--- config.mk ---
export PLATFORM = sky130hd
export DESIGN_NAME = lspt_queue
export DESIGN_NICKNAME = d
export VERILOG_FILES = /design/src/rtl/laser_scan_point_transform_unit_assert.svh /design/src/rtl/lspt_pkg.sv /design/src/rtl/lspt_queue.sv
export SDC_FILE = /design/constraint.sdc
export NUM_CORES = 1
export LEC_CHECK = 0
export ABC_AREA = 1
export ABC_CLOCK_PERIOD_IN_PS = 3800
export BUFFER_PORTS_ARGS = -buffer_cell sky130_fd_sc_hd__buf_2
export CAP_MARGIN = 25
export CORE_MARGIN = 5
export CORE_UTILIZATION = 52
export CTS_CLUSTER_DIAMETER = 40
export CTS_CLUSTER_SIZE = 24
export DETAILED_ROUTE_END_ITERATION = 12
export HOLD_SLACK_MARGIN = 0.1
export PLACE_DENSITY = 0.79
export SYNTH_ARGS = -nofsm -noshare
export SYNTH_HDL_FRONTEND = slang
export SYNTH_SLANG_ARGS = --single-unit
--- constraint.sdc ---
create_clock -name clk_i -period 3.8 [get_ports clk_i]
set_clock_uncertainty 0.15 [all_clocks]
set_input_delay 0.76 -clock clk_i [delete_from_list [all_inputs] [get_ports clk_i]]
set_output_delay 0.76 -clock clk_i [all_outputs]
set_load 0.02 [all_outputs]
--- src/rtl/laser_scan_point_transform_unit_assert.svh ---
// Assertion macros for the laser scan point transform unit.
// Used by the RTL modules that carry concurrent checks.
`ifndef LASER_SCAN_POINT_TRANSFORM_UNIT_ASSERT_SVH
`define LASER_SCAN_POINT_TRANSFORM_UNIT_ASSERT_SVH
// Implication checked on every clock edge outside reset.
`define LSPT_ASSERT_IMP(lbl, clk, rstn, ante, cons) \
  lbl: assert property (@(posedge clk) disable iff (!rstn) (ante) |-> (cons)) \
    else $error("lspt check failed");
// Implication whose consequent is checked in the cycle after the antecedent.
`define LSPT_ASSERT_NXT(lbl, clk, rstn, ante, cons) \
  lbl: assert property (@(posedge clk) disable iff (!rstn) (ante) |=> (cons)) \
    else $error("lspt check failed");
`endif

--- src/rtl/lspt_pkg.sv ---
// Package for the laser scan point transform unit.
// Holds register indexes, item types, CORDIC angle table and fixed constants.
`default_nettype none
package lspt_pkg;
  localparam int unsigned CfgIdxW = 3;
  typedef enum logic [CfgIdxW-1:0] {
    REG_ROT_COS = 3'd0, REG_ROT_SIN = 3'd1, REG_OFF_X = 3'd2, REG_OFF_Y = 3'd3,
    REG_START = 3'd4, REG_STEP = 3'd5, REG_RLOW = 3'd6, REG_RUP = 3'd7
  } cfg_reg_e;

  localparam logic [15:0] InvK = 16'd39797;
  localparam logic signed [33:0] QuarterTurn = 34'sd1073741824;
  localparam logic signed [17:0] BoxXMin = 18'sd410;
  localparam logic signed [17:0] BoxXMax = 18'sd8192;
  localparam logic signed [17:0] BoxYMin = -18'sd1228;
  localparam logic signed [17:0] BoxYMax = 18'sd1228;
  localparam int unsigned CW = 40;

  typedef struct packed {
    logic [15:0] range;
    logic [15:0] angle;
    logic        range_valid;
    logic [9:0]  index;
  } front_item_t;

  typedef struct packed {
    logic signed [17:0] px;
    logic signed [17:0] py;
    logic [16:0]        radius;
    logic [15:0]        bear;
    logic               range_valid;
    logic               in_box;
    logic [9:0]         index;
  } result_t;

  function automatic logic signed [33:0] atan_at(input logic [4:0] i);
    logic signed [33:0] r;
    case (i)
      5'd0: r = 34'sd536870912;  5'd1: r = 34'sd316933406;
      5'd2: r = 34'sd167458907;  5'd3: r = 34'sd85004756;
      5'd4: r = 34'sd42667331;   5'd5: r = 34'sd21354465;
      5'd6: r = 34'sd10679838;   5'd7: r = 34'sd5340245;
      5'd8: r = 34'sd2670163;    5'd9: r = 34'sd1335087;
      5'd10: r = 34'sd667544;    5'd11: r = 34'sd333772;
      5'd12: r = 34'sd166886;    5'd13: r = 34'sd83443;
      5'd14: r = 34'sd41722;     5'd15: r = 34'sd20861;
      5'd16: r = 34'sd10430;     5'd17: r = 34'sd5215;
      5'd18: r = 34'sd2608;      5'd19: r = 34'sd1304;
      5'd20: r = 34'sd652;       5'd21: r = 34'sd326;
      5'd22: r = 34'sd163;       5'd23: r = 34'sd81;
      default: r = '0;
    endcase
    return r;
  endfunction
endpackage
`default_nettype wire

--- src/rtl/lspt_queue.sv ---
// Short FIFO between front and back parts.
// Depends on lspt_pkg.
`default_nettype none
module lspt_queue (
  input  wire logic             clk_i,
  input  wire logic             rst_ni,
  input  wire logic             push_i,
  input  lspt_pkg::front_item_t data_i,
  output logic                  full_o,
  input  wire logic             pop_i,
  output logic                  empty_o,
  output lspt_pkg::front_item_t data_o
);
  import lspt_pkg::*;
  front_item_t mem_q [2];
  logic wp_q, rp_q;
  logic [1:0] cnt_q;

  assign full_o = cnt_q == 2'd2;
  assign empty_o = cnt_q == 2'd0;
  assign data_o = mem_q[rp_q];

  always_ff @(posedge clk_i) begin
    if (push_i) mem_q[wp_q] <= data_i;
  end

  always_ff @(posedge clk_i or negedge rst_ni) begin
    if (!rst_ni) begin
      wp_q <= 1'b0; rp_q <= 1'b0; cnt_q <= '0;
    end else begin
      if (push_i) wp_q <= !wp_q;
      if (pop_i) rp_q <= !rp_q;
      cnt_q <= cnt_q + 2'(push_i) - 2'(pop_i);
    end
  end
endmodule
`default_nettype wire

; Yosys cells after proc, flatten, opt, wreduce, memory -nomap -nowiden
; Memories as Yosys holds them, arrays and structs flattened.
; Cells that the tools add are included.
[totals]
ff_bits = 4
ramBits = 86
inputBits = 47
wordCells = 12
mem_count = 1
[mem_list]
columns = name, depth, width, read_ports, rd_clocked_by_memory_dff, wr, line_no
row1 = mem_q, 2, 43, 1, 0, 1, lspt_queue.sv:15  ; front_item_t mem_q [2];
[classes]
add_sub_neg = 2
eq_ne = 1
mux = 2
n_reduce_logical = 3
[ops]
columns = op, n
row1 = adder 2 x 1 -> 2 bit, 1
row2 = == test 2 bit (second input constant), 1
row3 = zero test 1 bit, 2
row4 = zero test 2 bit, 1
row5 = 2-to-1 mux 1 bit, 2
row6 = subtractor 2 x 1 -> 2 bit, 1

; Logic depth before layout (Yosys ltp)
[depth]
word_depth = 2
mapped_depth = 7
depth_no_buf = 7

; Least setup slack after synthesis
; Ideal clock, no wire load.
[synth_path]
kind = input to register
from = in push_i
to = mem mem_q[0][0] (netlist name), enable pin
setup_ps = 444
arrival_time_ps = 2608
path_slack_ps = 598
stages = 2
n_path_buf = 0
path_cell_list = inv_1 -> nor2_1
[synth_between]
elab_chain_len = 2
[synth_lines]
columns = element, line_no
row1 = from (decl), lspt_queue.sv:7  ; input wire logic push_i,
row2 = 2-to-1 mux 1 bit, lspt_queue.sv:24  ; if (push_i) mem_q[wp_q] <= data_i;
row3 = 2-to-1 mux 1 bit (implied by the code), lspt_queue.sv:24
row4 = to (decl), lspt_queue.sv:15
; Every way passes these cells.

==> impl_metrics.csv <==
group,metric,value,unit
cells_and_area,syn2layout_area_growth,20.6,%
logic_synthesis,synth_area_leaders,"edfxtp_1, o21ai_0, inv_1, nand2_1, dfrtp_1",
global_routing,grt_usage,0.151,
job,drv_cap,0,
clocking,clockRootBuffer,"clkbuf_8",
clocking,h-tree-depth,3,
setup_path,cp.arrival,1.89,ns
power,irDropWorstVdd,0.461,mV
timing,finalSetupTns,0,ns
detailed_routing,vias,2046,
timing,tightestPinTransition,0.943,ns
logic_synthesis,synth.top_cell.area_share,0.762,
floorplan,num_rows,29,
clocking,clk_pin_slew,0.07,ns
cells_and_area,final_core_util,0.644,
timing,post-route-min-period,2.80,ns
floorplan,start_util,0.534,
global_routing,grt_pass1_vias,2116,
global_routing,grt_overflow_total,0,
logic_synthesis,yosysTopAreaCell,"edfxtp_1",
clocking,cts_sinks,90,
floorplan,core_region_area,6350,sq um
logic_synthesis,ys_ff_latch,90,
global_routing,grt_max_degree,51,
clocking,cts_tree,"built",
floorplan,pin_count,92,
logic_synthesis,yosysMostFrequentCell,"edfxtp_1",
timing,post-route-period-util,0.738,
setup_path,crit_type,"reg2out",
global_routing,antenna_found_initial,0,
floorplan,die_h,90.8,microns
power,power_leakage,1.79,nW
logic_synthesis,yosysWarnings,0,
detailed_routing,ant_nets,0,
timing,hold_viol,0,
logic_synthesis,syn_inst,249,
clocking,cts_resized,0,
floorplan,die_w,90.8,microns
power,power_density,731,nW/um^2
status,status,"finished clean",
cells_and_area,diodes,0,
logic_synthesis,synth-main-ff-cell,"edfxtp_1",
clocking,cts_buffers,9,
clocking,clock_latency,0.34,ns
logic_synthesis,yosysUniqueCellTypes,14,
place,io_buffers,91,
setup_path,cp-start-kind,"register",
timing,setup_viol,0,
hold_path,hold_class,"reg2reg",
timing,fmaxAchievable,357,MHz
floorplan,die_area,8240,sq um
setup_path,cp-end-kind,"output pin",
logic_synthesis,synth_area,3390,sq um
logic_synthesis,post_synth.cell_area_avg,13.6,sq um
cells_and_area,layout-drive-gt1-share,0.318,
global_routing,grt_pass1_wl,9.71,mm
setup_path,cp.required,2.89,ns
detailed_routing,wl_per_cell,14.0,microns
place,dp_hpwl,4.18,mm
logic_synthesis,yosys-top-cells-count,"edfxtp_1, inv_1, nand2_1, o21ai_0, o21ai_1",
logic_synthesis,synth-seq-area-share,0.791,
timing,rsz0062_at_grt,"no",
logic_synthesis,async_flop_share,0.0444,
logic_synthesis,synth_enable_flop_cells,86,
detailed_routing,drt_pass1_iterations,4,
clocking,clockBufferDepth,2,
timing,slew_headroom,0.371,
power,p_total,2.99,mW
cells_and_area,finalNetCount,396,
setup_path,critPathMaxFanout,50,
logic_synthesis,synth_nets,298,
detailed_routing,drt-initial-drc-count,153,
detailed_routing,viasPerCell,4.77,
detailed_routing,wl,5.99,mm
place,gp_congestion,0.699,
timing,maxSlewViolCount,0,
detailed_routing,drc,0,
==> cells by family (layout without fill, tap and decap cells) <==
logic type / count (synthesis) / after routing / synth area share
compound gates: 43 / 43 / 0.0635
buf+inv: 59 / 162 / 0.0738
xor+xnor: 2 / 2 / 0.00517
simple gates: 53 / 53 / 0.0590
flops: 90 / 90 / 0.791
fa+ha+maj: 2 / 2 / 0.00738
==> worst max-delay path, stage by stage (launching register included) <==
cell	delay [ns]
dfrtp_2	0.86
buf_4	0.34
nand2_1	0.07
o21ai_0	0.08
buf_2	0.19
==> where the power goes <==
part / switching [mW] / total, mW / internal (mW)
combinational: 0.695 / 1.01 / 0.312
sequential: 0.123 / 1.44 / 1.32
clock: 0.308 / 0.540 / 0.232
total: 1.13 / 2.99 / 1.86
==> registers in the layout, summed over array words and instances (netlist names) <==
register,flops
rp_q,1
cnt_q,2
wp_q,1
mem_q,86
==> metal layers <==
metal  vias to the layer above  GRT usage  part of all wire
li1                       1024          -                 -
met1                       952      0.158              0.36
met2                        59      0.272              0.55
met3                        11     0.0433             0.062
met4                         0     0.0782             0.021
met5                         -          0                 0
==> placed cells by master, fill, tap and decap left out, drive strengths merged <==
| cell | instances |
|---|---|
| dfrtp | 4 |
| ha | 2 |
| buf | 95 |
| o21ai | 43 |
| clkinvlp | 2 |
| nor2 | 3 |
| edfxtp | 86 |
| dlygate4sd3 | 1 |
| nand2 | 49 |
| clkinv | 4 |
| xor2 | 2 |
| clkbuf | 10 |
| nand3 | 1 |
| inv | 50 |
==> final timing paths <==
check                       start           to  slack (ns)  cells after the start
min                          wp_q         wp_q        0.40                      1
min reg2reg                  wp_q         wp_q        0.40                      1
max reg2reg                  wp_q  mem_q[1][3]        2.06                      2
min in group asynchronous  rst_ni     cnt_q[1]        0.62                      2
max                          rp_q    data_o[2]         1.0                      4
max in group asynchronous  rst_ni         rp_q        2.74                      2
==> through the flow <==
stage | hold slack [ns] | instances | worst slack [ns] | area, sq um
2_1_floorplan | 0.313 | 249 | 0.598 | 3390
3_5_place_dp | 0.393 | 412 | 1.34 | 3920
4_1_cts | 0.404 | 429 | 0.951 | 4090
5_1_grt | 0.419 | 429 | 0.829 | 4090
3_3_place_gp | 0.380 | 412 | 1.39 | 3920
6_report | 0.402 | 429 | 0.997 | 4090
==> layout make-up <==
class / count / area (sq um)
clock inverter: 6 / 33.8
inverter: 50 / 188
fill: 493 / 2260
timing repair buffer: 96 / 495
tap: 77 / 96.3
multi-input combinational: 100 / 465
clock buffer: 10 / 128
sequential: 90 / 2680
==> timing repair <==
item | in CTS | in global routing
hold buffers | 1 | 0
setup buffers | 0 | 0
endpoints found under the hold margin | 4 | 0
(Power assumes the default switching activity.)
