## src/rtl/laser_scan_point_transform_unit_assert.svh

```systemverilog
// Assertion macros for the laser scan point transform unit.
// Used by the RTL modules that carry concurrent checks.
`ifndef LASER_SCAN_POINT_TRANSFORM_UNIT_ASSERT_SVH
`define LASER_SCAN_POINT_TRANSFORM_UNIT_ASSERT_SVH
// Implication checked on every clock edge outside reset.
`define LSPT_ASSERT_IMP(lbl, clk, rstn, ante, cons) \
  lbl: assert property (@(posedge clk) disable iff (!rstn) (ante) |-> (cons)) \
    else $error("lspt check failed");
// Implication whose consequent is checked in the cycle after the antecedent.
`define LSPT_ASSERT_NXT(lbl, clk, rstn, ante, cons) \
  lbl: assert property (@(posedge clk) disable iff (!rstn) (ante) |=> (cons)) \
    else $error("lspt check failed");
`endif

```

## src/rtl/lspt_pkg.sv

```systemverilog
// Package for the laser scan point transform unit.
// Holds register indexes, item types, CORDIC angle table and fixed constants.
`default_nettype none
package lspt_pkg;
  localparam int unsigned CfgIdxW = 3;
  typedef enum logic [CfgIdxW-1:0] {
    REG_ROT_COS = 3'd0, REG_ROT_SIN = 3'd1, REG_OFF_X = 3'd2, REG_OFF_Y = 3'd3,
    REG_START = 3'd4, REG_STEP = 3'd5, REG_RLOW = 3'd6, REG_RUP = 3'd7
  } cfg_reg_e;

  localparam logic [15:0] InvK = 16'd39797;
  localparam logic signed [33:0] QuarterTurn = 34'sd1073741824;
  localparam logic signed [17:0] BoxXMin = 18'sd410;
  localparam logic signed [17:0] BoxXMax = 18'sd8192;
  localparam logic signed [17:0] BoxYMin = -18'sd1228;
  localparam logic signed [17:0] BoxYMax = 18'sd1228;
  localparam int unsigned CW = 40;

  typedef struct packed {
    logic [15:0] range;
    logic [15:0] angle;
    logic        range_valid;
    logic [9:0]  index;
  } front_item_t;

  typedef struct packed {
    logic signed [17:0] px;
    logic signed [17:0] py;
    logic [16:0]        radius;
    logic [15:0]        bear;
    logic               range_valid;
    logic               in_box;
    logic [9:0]         index;
  } result_t;

  function automatic logic signed [33:0] atan_at(input logic [4:0] i);
    logic signed [33:0] r;
    case (i)
      5'd0: r = 34'sd536870912;  5'd1: r = 34'sd316933406;
      5'd2: r = 34'sd167458907;  5'd3: r = 34'sd85004756;
      5'd4: r = 34'sd42667331;   5'd5: r = 34'sd21354465;
      5'd6: r = 34'sd10679838;   5'd7: r = 34'sd5340245;
      5'd8: r = 34'sd2670163;    5'd9: r = 34'sd1335087;
      5'd10: r = 34'sd667544;    5'd11: r = 34'sd333772;
      5'd12: r = 34'sd166886;    5'd13: r = 34'sd83443;
      5'd14: r = 34'sd41722;     5'd15: r = 34'sd20861;
      5'd16: r = 34'sd10430;     5'd17: r = 34'sd5215;
      5'd18: r = 34'sd2608;      5'd19: r = 34'sd1304;
      5'd20: r = 34'sd652;       5'd21: r = 34'sd326;
      5'd22: r = 34'sd163;       5'd23: r = 34'sd81;
      default: r = '0;
    endcase
    return r;
  endfunction
endpackage
`default_nettype wire

```

## src/rtl/lspt_front.sv

```systemverilog
// Front part: register file, beam angle and index tracking, range check.
// Depends on lspt_pkg.
`default_nettype none
module lspt_front #(
  parameter int unsigned MaxSamples = 1024
) (
  input  wire logic                     clk_i,
  input  wire logic                     rst_ni,
  input  wire logic                     cfg_valid_i,
  output logic                          cfg_ready_o,
  input  wire logic [2:0]               cfg_index_i,
  input  wire logic [15:0]              cfg_data_i,
  input  wire logic                     in_valid_i,
  output logic                          in_ready_o,
  input  wire logic [15:0]              raw_range_i,
  input  wire logic                     scan_start_i,
  output logic                          push_o,
  input  wire logic                     q_full_i,
  output lspt_pkg::front_item_t         item_o,
  output logic [15:0]                   rot_cos_o,
  output logic [15:0]                   rot_sin_o,
  output logic [15:0]                   off_x_o,
  output logic [15:0]                   off_y_o
);
  import lspt_pkg::*;
  localparam int unsigned IdxW = $clog2(MaxSamples);
  logic [15:0] start_q, step_q, rlow_q, rup_q, ang_q, ang_d;
  logic [15:0] cos_q, sin_q, ox_q, oy_q;
  logic [IdxW-1:0] idx_q, idx_d;
  logic [IdxW:0] idx_inc;

  assign cfg_ready_o = 1'b1;
  assign in_ready_o = !q_full_i;
  assign push_o = in_valid_i && !q_full_i;
  assign idx_inc = {1'b0, idx_q} + (IdxW+1)'(1);

  always_comb begin
    if (scan_start_i) begin
      ang_d = start_q;
      idx_d = '0;
    end else begin
      ang_d = ang_q + step_q;
      idx_d = (idx_inc >= (IdxW+1)'(MaxSamples)) ? '0 : idx_inc[IdxW-1:0];
    end
  end

  always_ff @(posedge clk_i or negedge rst_ni) begin
    if (!rst_ni) begin
      cos_q <= 16'd16384; sin_q <= '0; ox_q <= 16'd426; oy_q <= '0;
      start_q <= '0; step_q <= '0; rlow_q <= '0; rup_q <= 16'hffff;
      ang_q <= '0; idx_q <= '0;
    end else begin
      if (cfg_valid_i) begin
        case (cfg_reg_e'(cfg_index_i))
          REG_ROT_COS: cos_q <= cfg_data_i;
          REG_ROT_SIN: sin_q <= cfg_data_i;
          REG_OFF_X:   ox_q <= cfg_data_i;
          REG_OFF_Y:   oy_q <= cfg_data_i;
          REG_START:   start_q <= cfg_data_i;
          REG_STEP:    step_q <= cfg_data_i;
          REG_RLOW:    rlow_q <= cfg_data_i;
          REG_RUP:     rup_q <= cfg_data_i;
          default: ;
        endcase
      end
      if (push_o) begin
        ang_q <= ang_d;
        idx_q <= idx_d;
      end
    end
  end

  assign item_o.range = raw_range_i;
  assign item_o.angle = ang_d;
  assign item_o.range_valid = (raw_range_i > rlow_q) && (raw_range_i < rup_q);
  assign item_o.index = 10'(idx_d);
  assign rot_cos_o = cos_q;
  assign rot_sin_o = sin_q;
  assign off_x_o = ox_q;
  assign off_y_o = oy_q;
endmodule
`default_nettype wire

```

## config.mk

```make
export PLATFORM = sky130hd
export DESIGN_NAME = lspt_front
export DESIGN_NICKNAME = d
export VERILOG_FILES = /design/src/rtl/laser_scan_point_transform_unit_assert.svh /design/src/rtl/lspt_pkg.sv /design/src/rtl/lspt_front.sv
export SDC_FILE = /design/constraint.sdc
export NUM_CORES = 1
export LEC_CHECK = 0
export BUFFER_PORTS_ARGS = -buffer_cell sky130_fd_sc_hd__clkbuf_2
export CORE_MARGIN = 3
export CORE_UTILIZATION = 51
export DETAILED_ROUTE_END_ITERATION = 12
export PLACE_DENSITY = 0.77
export SYNTH_ARGS = -nofsm -noshare
export SYNTH_HDL_FRONTEND = slang
export SYNTH_SLANG_ARGS = --single-unit
export TNS_END_PERCENT = 5
```

## constraint.sdc

```tcl
create_clock -name clk_i -period 2.9 [get_ports clk_i]
set_clock_uncertainty 0.15 [all_clocks]
set_input_delay 0.58 -clock clk_i [delete_from_list [all_inputs] [get_ports clk_i]]
set_output_delay 0.58 -clock clk_i [all_outputs]
set_load 0.05 [all_outputs]
```

Word-level counts from Yosys, hierarchy flattened
Cells that the tools add are included.
{ "word_totals": {"inputBits": 41, "ff_bits": 154, "wordCells": 37} }
{ "classes": {"n_eq_ne": 7, "add_sub_neg": 2, "mux": 3, "n_lt_le_gt_ge": 3, "n_reduce_logical": 12} }
{ "ops": {"columns": ["cell", "count"], "rows": [
  ["10-bit 2-to-1 mux", 2],
  ["16-bit adder", 1],
  ["16-bit greater-than comparator", 1],
  ["16-bit < comparator", 1],
  ["16-bit 2-to-1 mux", 1],
  ["2-bit AND reduction", 8],
  ["3-bit equality test (second input constant)", 4],
  ["10-bit by 1-bit adder with 11-bit output (second input constant)", 1],
  ["11-bit greater-or-equal comparator (second input constant)", 1],
  ["3-bit by 2-bit equality test with 1-bit output (second input constant)", 2],
  ["3-bit by 1-bit equality test with 1-bit output (second input constant)", 1],
  ["3-bit zero test", 1],
  ["1-bit logical AND", 2],
  ["1-bit zero test", 1]
]} }

Logic depth before layout (Yosys ltp)
{ "depth": {"ltp_word": 4, "mapped_depth": 8, "depth_no_buf": 8} }

Worst setup path after synthesis
Ideal clock, no wire load.
{ "synth_timing": {"kind": "register -> output", "from": "register step_q[0]", "to": "output item_o[17] (netlist name)", "path_stages_with_launch": 7, "slack_ns": -0.641, "path_buffers": 0, "arrival_ns": 2.811, "path_cell_list": "dfrtp_1 -> ha_1 -> fa_1 -> a21o_1 -> a221oi_4 -> xor2_1 -> o21ai_0"} }
{ "synth_rtl": {"columns": ["item", "line_no", "text"], "rows": [
  ["start, declared", "lspt_front.sv:27", "logic [15:0] start_q, step_q, rlow_q, rup_q, ang_q, ang_d;"],
  ["start signal, assigned", "lspt_front.sv:60", "REG_STEP: step_q <= cfg_data_i;"],
  ["end, declared", "lspt_front.sv:19", "output lspt_pkg::front_item_t item_o,"]
]} }

==> impl_results.md <==
* CORE AREA at roughly 15000 um^2
* DRC viols at 0
* Die height at about 130 um
* Mean Syn Cell Area at roughly 12 um^2
* Final nets at approximately 900
* Final Max Slew Viols at 0
* Synth-to-layout area growth at 24.44%
* Main flop type after synthesis: dfrtp_1
* Total Wirelength at 18.00 mm
* GRT Util Overall at 0.2155
* Final Non-Filler Cells at roughly 1100
* Total grt overflow at 0
* Die width at around 130 um
* Crit path required time at roughly 2.2 ns
* Synthesized area at between 8000 and 9000 um^2
* Seq/Total Area, Yosys at 0.4821
* Sink Count at around 150
* Failing checks: negative setup slack
* LEAKAGE at between 4 and 5 nW
* Synth Instances at roughly 670
* Full die area at between 15000 and 20000 um^2
* Most frequent cell after synthesis: mux2_2
* Initial Util at 0.5257
* Clock period minus worst slack at between 3 and 4 ns
* Fill cells at 1226
* Setup violations, final at 12
* I/O Buffers at 149
* Number of diodes at 0
* Total clock buffers created by CTS at 17
* #FFs+latches synth at 154
* Synth top area cells: dfrtp_1 41%, mux2_2 20%, ha_1 7.3%
* Total design power at 10.10 mW
* Pwr dens at 1008 nW/um^2
* Multi-input logic area at between 3000 and 4000 um^2
* Yosys top cell area share at 0.4103
* Post-Layout Inst Area at ~10000 um^2
* CTS tree: yes
* Vias in the first global route at about 5900
* Post-synth ARST share at 1.000
* Antenna-violating nets left at 0
* Placed wire-length estimate at approximately 13 mm
* Unique masters post-synth at a little under 60
* Post-placement cell count at 1026
* Share of cells above drive strength 1 at 0.4882
* Max Fclk at 287.1 MHz
* EDFF count, synth at 0
* Pin count of the biggest net entering global routing at between 60 and 70
* I/O pins at ~150
* CTS Buffer Depth at 2
* Peak supply drop at around 0.76 mV
* Min-delay worst type: flip-flop to flip-flop
* DR vias at about 5700
* FF+latch area at between 3000 and 4000 um^2
* Kind of critical path: flip-flop to primary output
* CP Capture Type: primary output
* Final hold vios at 0
* Root buffer cell: clkbuf_16
* Initial antenna violation count at 0
* WHS at 0.3293 ns
* Rows at 45
* Average via count per standard cell at 5.363
* Global-route wire length before repair at approximately 30 mm
* Final critical-path setup slack at -0.5837 ns
* Detailed Routing Iterations Pass 1 at 4
* Clk_lat worst skew at ~0.43 ns
* Yosys warnings at 0
* Synth area leader: dfrtp_1
* List of most frequent post-synthesis cells: 141 x mux2_2, 132 x dfrtp_1, 58 x nand2_1
* Crit path DAT at 2.75 ns
* Mapped Nets at around 760
* GPL Wtd Cong at roughly 0.85
* Setup crit start kind: flip-flop
* CTS HTree Levels at 4
* Routed len/inst at about 17 um
* Clock Pin Slew Worst Setup and Hold Paths at around 0.06 ns
* TNS Setup at -4.313 ns
* Run status: finished, violations left
* Critical path fanouts, max at 4
* Final period util at 1.201
* Violation count after the first detailed-routing iteration at between 200 and 250
* Cell Area, Placed at slightly above 9000 um^2
* RSZ-0062 raised after global routing: true
* Max cap viols at 0
metrics by stage:
stage | setup WS [ns] | util
2_1_floorplan | -0.3878 | -
3_3_place_gp | -0.2905 | 0.6020
3_5_place_dp | -0.3102 | 0.6020
4_1_cts | -0.6146 | 0.6528
5_1_grt | -0.6804 | 0.6542
6_report | -0.5837 | 0.6542
final timing paths:
| kind | start | to | slack [ns] | depth (start not counted) |
|---|---|---|---|---|
| max reg2reg | step_q[0] | ang_q[12] | 0.25 | 10 |
| min | ang_q[4] | ang_q[4] | 0.33 | 2 |
| max | step_q[0] | item_o[23] | -0.58 | 9 |
| min in group asynchronous | rst_ni | idx_q[4] | 0.50 | 2 |
| max in group asynchronous | rst_ni | rup_q[2] | 1.38 | 3 |
| min reg2reg | ang_q[4] | ang_q[4] | 0.33 | 2 |
layer usage:
layer | global-route usage | vias up | part of all wire
li1 | - | 2700 | -
met1 | 0.2699 | 2861 | 0.44
met2 | 0.3719 | 115 | 0.50
met3 | 0.05475 | 14 | 0.047
met4 | 0.05834 | 0 | 0.011
met5 | 0 | - | 0
where the power goes:
part           switching (mW)  total (mW)  internal, mW
Combinational            2.81        4.71          1.90
Clock                   0.842        2.39          1.55
Sequential              0.297        3.00          2.71
Total                    3.95        10.1          6.15
worst max-delay path: stages (launching register included):
cell	delay, ns
dfrtp_1	0.38
ha_2	0.20
fa_2	0.34
a21o_1	0.20
a221oi_4	0.40
o21ai_2	0.12
a31oi_2	0.23
xor2_1	0.10
o21ai_2	0.19
buf_12	0.16
what timing repair did:
item	CTS	global route
pin swaps	11	3
gates resized for setup	31	11
endpoints found under the hold margin	38	0
setup endpoints to repair	15	20
hold buffers	1	0
buffers inserted	2	1
layout make-up:
class / instances / share of cell area
Timing Repair Buffer: 189 / 0.1270
Inverter: 35 / 0.01311
Clock inverter: 7 / 0.01374
Sequential cell: 154 / 0.3874
Multi-Input combinational cell: 441 / 0.3824
Clock buffer: 24 / 0.05007
Tap cell: 211 / 0.02635
sequential cells by signal (all words and copies together), names as in the netlist:
register and flops:
ang_q 16, off_x_o 16, off_y_o 16, rlow_q 16, rot_cos_o 16, rot_sin_o 16, rup_q 16, start_q 16
step_q 16, idx_q 10
kinds of logic (layout without fill, tap and decap cells):
logic type               Yosys count  after routing  share of synthesized area
flip-flops                       154            154                     0.4821
multiplexers                     142            142                     0.1984
AND/OR/NAND/NOR                  130            130                    0.08392
AO/OA/AOI/OAI                    101            101                    0.08764
buffers and inverters             77            255                    0.04957
adder cells (fa/ha/maj)           48             48                    0.07552
XOR/XNOR                          19             19                    0.02238
other                              1              1                  0.0004658
cells in the final DEF (no fill, tap or decap), drive strengths merged, types with 10 or more instances in the layout:
cell,n
a21o,13
a21oi,29
and3,10
buf,49
clkbuf,163
dfrtp,132
dfstp,22
ha,47
inv,35
mux2,141
nand2,59
nor2,13
o21ai,26
xnor2,11
Power figures use the tool's default switching activity.
